### src/rtl/pts_pkg.sv
// Package for the prime table sieve query core: widths, opcodes, status codes
// and the command/status structs between controller and datapath. No dependencies.
package pts_pkg;
   localparam int MAX_LIMIT_DEF  = 65536;
   localparam int LIST_DEPTH_DEF = 8192;
   localparam int VALUE_W  = 32;
   localparam int BOUND_W  = 17;
   localparam int INDEX_W  = 14;
   localparam int PRIME_W  = 17;
   localparam int OPCODE_W = 3;
   localparam int STATUS_W = 2;

   localparam logic [OPCODE_W-1:0] OP_BUILD = 3'd0;
   localparam logic [OPCODE_W-1:0] OP_PRIME = 3'd1;
   localparam logic [OPCODE_W-1:0] OP_BEFORE = 3'd2;
   localparam logic [OPCODE_W-1:0] OP_AFTER = 3'd3;
   localparam logic [OPCODE_W-1:0] OP_DIV = 3'd4;

   localparam logic [STATUS_W-1:0] ST_OK = 2'd0;
   localparam logic [STATUS_W-1:0] ST_ABOVE = 2'd1;
   localparam logic [STATUS_W-1:0] ST_NOT_BUILT = 2'd2;

   // Register byte address on the configuration port.
   localparam logic [1:0] REG_SIEVE_LIMIT = 2'd0;

   // Commands from the controller to the datapath.
   typedef struct packed {
      logic load;        // capture the request fields
      logic clr_sweep;   // clear bitmap and struck entries at the sweep counter
      logic sieve_step;  // one step of the sieve scan
      logic strike_step; // strike one multiple
      logic bs_step;     // one binary-search step
      logic div_fetch;   // read the next listed prime
      logic div_start;   // start a remainder computation
      logic div_iter;    // one bit of the remainder
   } cmd_type;

   typedef struct packed {
      logic sweep_done;
      logic sieve_done;
      logic sieve_found;   // current candidate is prime, within the limit and the list has room
      logic strike_done;
      logic bs_done;
      logic rem_done;
   } stat_type;
endpackage

### src/rtl/pts_controller.sv
// Controller of the prime table sieve query core: sequences build, search and
// trial division over the datapath. Uses pts_pkg.
module pts_controller #(
   parameter int LIST_DEPTH = pts_pkg::LIST_DEPTH_DEF,
   localparam int LW = $clog2(LIST_DEPTH + 1)
) (
   input  logic                          clock,
   input  logic                          reset,
   input  logic                          req_tvalid,
   output logic                          req_tready,
   output pts_pkg::cmd_type              cmd,
   input  pts_pkg::stat_type             stat,
   output logic                          build_done,
   input  logic [pts_pkg::OPCODE_W-1:0]  opcode_q,
   input  logic [pts_pkg::VALUE_W-1:0]   value_q,
   input  logic [pts_pkg::BOUND_W-1:0]   bound_q,
   input  logic                          bitmap_bit,
   input  logic                          built,
   input  logic [LW-1:0]                 count_found,
   input  logic [LW-1:0]                 bs_lo,
   input  logic [LW-1:0]                 div_k,
   input  logic [16:0]                   div_p,
   input  logic [16:0]                   top_prime,
   input  logic                          rem_zero,
   output logic                          res_valid,
   input  logic                          res_ready,
   output logic                          res_flag,
   output logic [pts_pkg::INDEX_W-1:0]   res_index,
   output logic [pts_pkg::STATUS_W-1:0]  res_status
);
   import pts_pkg::*;
   localparam logic [3:0] S_IDLE = 4'd0, S_DECODE = 4'd1, S_CLEAR = 4'd2, S_SIEVE = 4'd3,
      S_STRIKE = 4'd4, S_BITMAP = 4'd5, S_BS = 4'd6, S_DFETCH = 4'd7, S_DLOAD = 4'd8,
      S_DREM = 4'd9, S_DCHECK = 4'd10, S_DONE = 4'd11, S_DPRE = 4'd12, S_SREAD = 4'd13,
      S_DBIT = 4'd14, S_PBIT = 4'd15;
   logic [3:0] state_ff, state_in;
   logic flag_ff, flag_in, valid_ff, valid_in;
   logic [INDEX_W-1:0] idx_ff, idx_in;
   logic [STATUS_W-1:0] st_ff, st_in;
   logic [33:0] psq;

   assign psq = 34'(div_p) * 34'(div_p);
   assign req_tready = (state_ff == S_IDLE) && !valid_ff;

   always_comb begin
      state_in = state_ff;
      cmd = '0;
      build_done = 1'b0;
      flag_in = flag_ff; idx_in = idx_ff; st_in = st_ff; valid_in = valid_ff;
      if (valid_ff && res_ready) valid_in = 1'b0;
      unique case (state_ff)
         S_IDLE: begin
            if (req_tvalid && req_tready) begin
               cmd.load = 1'b1;
               flag_in = 1'b0; idx_in = '0; st_in = ST_OK;
               state_in = S_DECODE;
            end
         end
         S_DECODE: begin
            if (opcode_q == OP_BUILD) begin
               state_in = S_CLEAR;
            end else if (opcode_q > OP_DIV) begin
               state_in = S_DONE;
            end else if (!built) begin
               st_in = ST_NOT_BUILT; state_in = S_DONE;
            end else if (opcode_q == OP_DIV) begin
               state_in = S_DPRE;
            end else if (value_q > 32'(top_prime)) begin
               st_in = ST_ABOVE; state_in = S_DONE;
            end else if (opcode_q == OP_PRIME) begin
               state_in = S_BITMAP;
            end else if (value_q <= 32'd2) begin
               idx_in = (opcode_q == OP_AFTER) ? INDEX_W'(1) : '0;
               state_in = S_DONE;
            end else begin
               state_in = S_BS;
            end
         end
         S_CLEAR: begin
            cmd.clr_sweep = 1'b1;
            if (stat.sweep_done) state_in = S_SREAD;
         end
         S_SREAD: begin
            // The struck entry of the new candidate is read in this cycle.
            state_in = S_SIEVE;
         end
         S_SIEVE: begin
            if (stat.sieve_done) begin
               build_done = 1'b1; state_in = S_DONE;
            end else begin
               cmd.sieve_step = 1'b1;
               if (stat.sieve_found) state_in = S_STRIKE;
               else state_in = S_SREAD;
            end
         end
         S_STRIKE: begin
            if (stat.strike_done) state_in = S_SREAD;
            else cmd.strike_step = 1'b1;
         end
         S_BITMAP: begin
            state_in = S_PBIT; // wait for registered read
         end
         S_PBIT: begin
            // Registered bitmap read is now available for the prime test.
            flag_in = bitmap_bit; state_in = S_DONE;
         end
         S_BS: begin
            if (stat.bs_done) begin
               idx_in = INDEX_W'(bs_lo) + ((opcode_q == OP_AFTER) ? INDEX_W'(1) : '0);
               state_in = S_DONE;
            end else begin
               cmd.bs_step = 1'b1;
            end
         end
         S_DPRE: begin
            // Value that is itself a listed prime gives flag 0.
            state_in = S_DBIT;
         end
         S_DBIT: begin
            if (bitmap_bit) state_in = S_DONE;
            else state_in = S_DFETCH;
         end
         S_DFETCH: begin
            if (BOUND_W'(div_k) >= bound_q || div_k >= count_found) state_in = S_DONE;
            else state_in = S_DLOAD;
         end
         S_DLOAD: begin
            cmd.div_fetch = 1'b1; state_in = S_DCHECK;
         end
         S_DCHECK: begin
            if (div_p > bound_q) state_in = S_DONE;
            else begin
               cmd.div_start = 1'b1; state_in = S_DREM;
            end
         end
         S_DREM: begin
            if (stat.rem_done) begin
               if (rem_zero) begin
                  flag_in = 1'b1; state_in = S_DONE;
               end else if (psq > 34'(value_q)) state_in = S_DONE;
               else state_in = S_DFETCH;
            end else cmd.div_iter = 1'b1;
         end
         S_DONE: begin
            valid_in = 1'b1; state_in = S_IDLE;
         end
         default: begin
            state_in = S_IDLE;
         end
      endcase
   end

   always_ff @(posedge clock) begin
      if (reset) begin
         state_ff <= S_IDLE;
         valid_ff <= 1'b0;
      end else begin
         state_ff <= state_in;
         valid_ff <= valid_in;
      end
      flag_ff <= flag_in; idx_ff <= idx_in; st_ff <= st_in;
   end

   assign res_valid  = valid_ff;
   assign res_flag   = flag_ff;
   assign res_index  = idx_ff;
   assign res_status = st_ff;
endmodule
### config.mk
export PLATFORM = sky130hd
export DESIGN_NAME = pts_controller
export DESIGN_NICKNAME = d
export VERILOG_FILES = /design/src/rtl/pts_pkg.sv /design/src/rtl/pts_controller.sv
export SDC_FILE = /design/constraint.sdc
export NUM_CORES = 1
export LEC_CHECK = 0
export BUFFER_PORTS_ARGS = -buffer_cell sky130_fd_sc_hd__buf_2
export CAP_MARGIN = 10
export CORE_MARGIN = 5
export CORE_UTILIZATION = 55
export CTS_CLUSTER_DIAMETER = 80
export DETAILED_ROUTE_END_ITERATION = 7
export GPL_TIMING_DRIVEN = 0
export PLACE_DENSITY = 0.78
export SLEW_MARGIN = 25
export SYNTH_ARGS = -nofsm -noshare
export SYNTH_HDL_FRONTEND = slang
export SYNTH_SLANG_ARGS = --single-unit
### constraint.sdc
create_clock -name clock -period 9.49 [get_ports clock]
set_clock_uncertainty 0.05 [all_clocks]
set_input_delay 1.898 -clock clock [delete_from_list [all_inputs] [get_ports clock]]
set_output_delay 1.898 -clock clock [all_outputs]
set_load 0.02 [all_outputs]
==> impl_metrics.csv <==
group,metric,value,unit
timing,worst_pin_slew,0.591,ns
synthesis,syn_area_per_cell,8.51,um^2
synthesis,synth_most_common_cell,"inv_1",
synthesis,netlist_area,12100,um^2
finish,layout.nets,2133,
finish,area_growth,14.3,%
clocking,cts-htree-levels,1,
synthesis,ys_types,73,
global_routing,grt_usage,0.254,
clocking,clk_pin_slew,0.06,ns
place,post_dp_cell_area,13300,um^2
die,io_pins,169,
clocking,postCtsHoldBufs,0,
synthesis,ys_warn_count,0,
job,max-cap-violations,0,
timing,setup_viol,0,
synthesis,synthFlopType,"edfxtp_1",
hold_path,hold_path.class,"reg -> reg",
die,coreArea,21800,um^2
global_routing,grt_pass1_wl,51.4,mm
finish,diodes,0,
synthesis,synthCells,1423,
route,vias,10461,
route,drtIter0Drc,587,
worst_setup_path,startpoint,"div_p[1]",
timing,fin_ws,0.286,ns
clocking,cts.sinks,22,
synthesis,synth_top_area_share,0.316,
place,dpl.hpwl,27.2,mm
synthesis,ys_seq_area_frac,0.0504,
clocking,cts_buffers,3,
worst_setup_path,crit_path_max_fanout,11,
timing,drv_slew,0,
finish,drive_above_1_share,0.157,
finish,fin_area,13800,um^2
die,initial_core_util,0.556,
worst_setup_path,cp_top_family,"adder cells",
global_routing,grt_pass1_vias,11025,
timing,min_period_over_period,0.970,
route,drc,0,
die,die_h,158,um
hold_path,min_from,"res_valid$_SDFFE_PP0P_",
synthesis,async_reset_ff_frac,0,
place,place.gp.congestion,0.908,
timing,clock.fmax,0.109,GHz
timing,relSlewSlack,0.603,
die,rows,54,
worst_setup_path,crit_required,9.57,ns
synthesis,syn-num-nets,1959,
global_routing,grt_max_degree,19,
worst_setup_path,critPathBufInv,6,
worst_setup_path,crit_path_top_delay_cell,"fa_1",
place,place_ws,-0.870,ns
worst_setup_path,critical_path_class,"in -> reg",
route,drt_wl_total,32.3,mm
finish,fill_cells,1811,
worst_setup_path,reg2reg_from,"state_ff[3]$_SDFFE_PP0P_",
global_routing,grt_overflow_total,0,
finish,seq_area,611,um^2
finish,multi_input_area,10200,um^2
place,portBuffers,167,
die,die_w,158,um
route,antenna_left,0,
clocking,clkLatencyLatePin,0.25,ns
timing,hold_violations,0,
clocking,clk_path_buf_depth,2,
route,post_drt_wl_per_cell,17.2,um
route,viasPerCell,5.58,
global_routing,antenna_found_initial,0,
clocking,clock-root-buffer,"clkbuf_16",
worst_setup_path,cpPeakStageDelay,0.55,ns
synthesis,yosys-top-cells-count,"365 x inv_1, 204 x ha_1, 191 x fa_1",
worst_setup_path,endpoint_kind,"flop",
synthesis,synth_edf_count,17,
timing,holdWs,0.616,ns
worst_setup_path,crit_arrival,9.29,ns
clocking,cts_tree,"yes",
synthesis,synth_area_leaders,"fa_1 32%, ha_1 21%, inv_1 11%",
status,outcome,"finished clean",
synthesis,ys_ff_latch,22,
worst_setup_path,cp_common_cell,"fa_1",
route,drtPass1Iterations,5,
worst_setup_path,critPathLaunchType,"input pin",
die,die_area,25100,um^2
timing,min_period,9.20,ns
synthesis,synth_area_leader_cell,"fa_1",
==> stage by stage <==
stage | cells | utilization | TNS, ns
6_report | 1876 | 0.636 | 0
5_1_grt | 1876 | 0.636 | -0.0425
4_1_cts | 1870 | 0.620 | 0
3_5_place_dp | 1871 | 0.612 | -1.66
3_3_place_gp | 1870 | 0.611 | -1.49
2_1_floorplan | 1423 | - | 0
==> worst min-delay path, delay by kind of cell (launching register included) <==
| family | cells | cell delay [ns] |
|---|---|---|
| flip-flops | 1 | 0.34 |
| AND/OR/NAND/NOR | 1 | 0.08 |
| AO/OA/AOI/OAI | 1 | 0.14 |
| buffers and inverters | 1 | 0.07 |
==> cell usage in the layout (no fill, tap or decap), drive strengths merged, types with 12 or more instances in the layout <==
cell type | synthesis | routed
nor4 | 12 | 12
a21o | 22 | 22
nand3 | 20 | 20
nand2 | 118 | 118
nor3 | 14 | 14
nand4 | 21 | 21
inv | 366 | 364
ha | 204 | 204
edfxtp | 17 | 17
buf | 4 | 186
and2 | 54 | 54
fa | 191 | 191
nor2b | 13 | 13
a21oi | 63 | 63
clkbuf | 29 | 19
nor2 | 59 | 59
xnor2 | 34 | 34
o21ai | 43 | 43
==> metal layers <==
metal / global-route usage / wire length (um)
met1: 0.311 / 12400
met3: 0.0261 / 2220
met2: 0.466 / 16500
met5: 0 / 0
met4: 0.0861 / 1130
==> repair_timing <==
item | CTS | global route
endpoints found under the setup margin | 2 | 2
gates resized for setup | 37 | 94
pin swaps | 1 | 14
setup buffers | 0 | 6
cloned | 0 | 0
==> final timing paths <==
check | to | slack (ns) | cells after the start
max | state_ff[3]$_SDFFE_PP0P_ | 0.29 | 29
min | res_valid$_SDFFE_PP0P_ | 0.62 | 3
max reg2reg | res_index[8]$_DFFE_PP_ | 7.13 | 5
min reg2reg | res_valid$_SDFFE_PP0P_ | 0.62 | 3
==> flip-flops by register name, indices dropped and copies added (netlist names) <==
name,count
res_flag,1
res_index,14
res_status,2
res_valid,1
state_ff,4
==> logic make-up after synthesis <==
logic type	Yosys count	synth area share
AOI/OAI and AO/OA	209	0.118
xor gates and xnor gates	45	0.0326
adders and majority gates	395	0.527
buffers and inverters	399	0.125
DFF	22	0.0505
muxes	2	0.00176
and+or+nand+nor	351	0.146
==> area by class of cell <==
type                            count  share of cell area
Inverter                          366              0.0998
Sequential cell                    22              0.0441
Buffer                             28              0.0187
Clock buffer                        3             0.00542
Multi-Input combinational cell   1002               0.736
Timing Repair Buffer              174              0.0685
Clock inverter                      1             0.00217
Tap cell                          280              0.0253
Power is not shown: default switching activity piles up to over one toggle a cycle in this logic, so the estimate is an artifact.
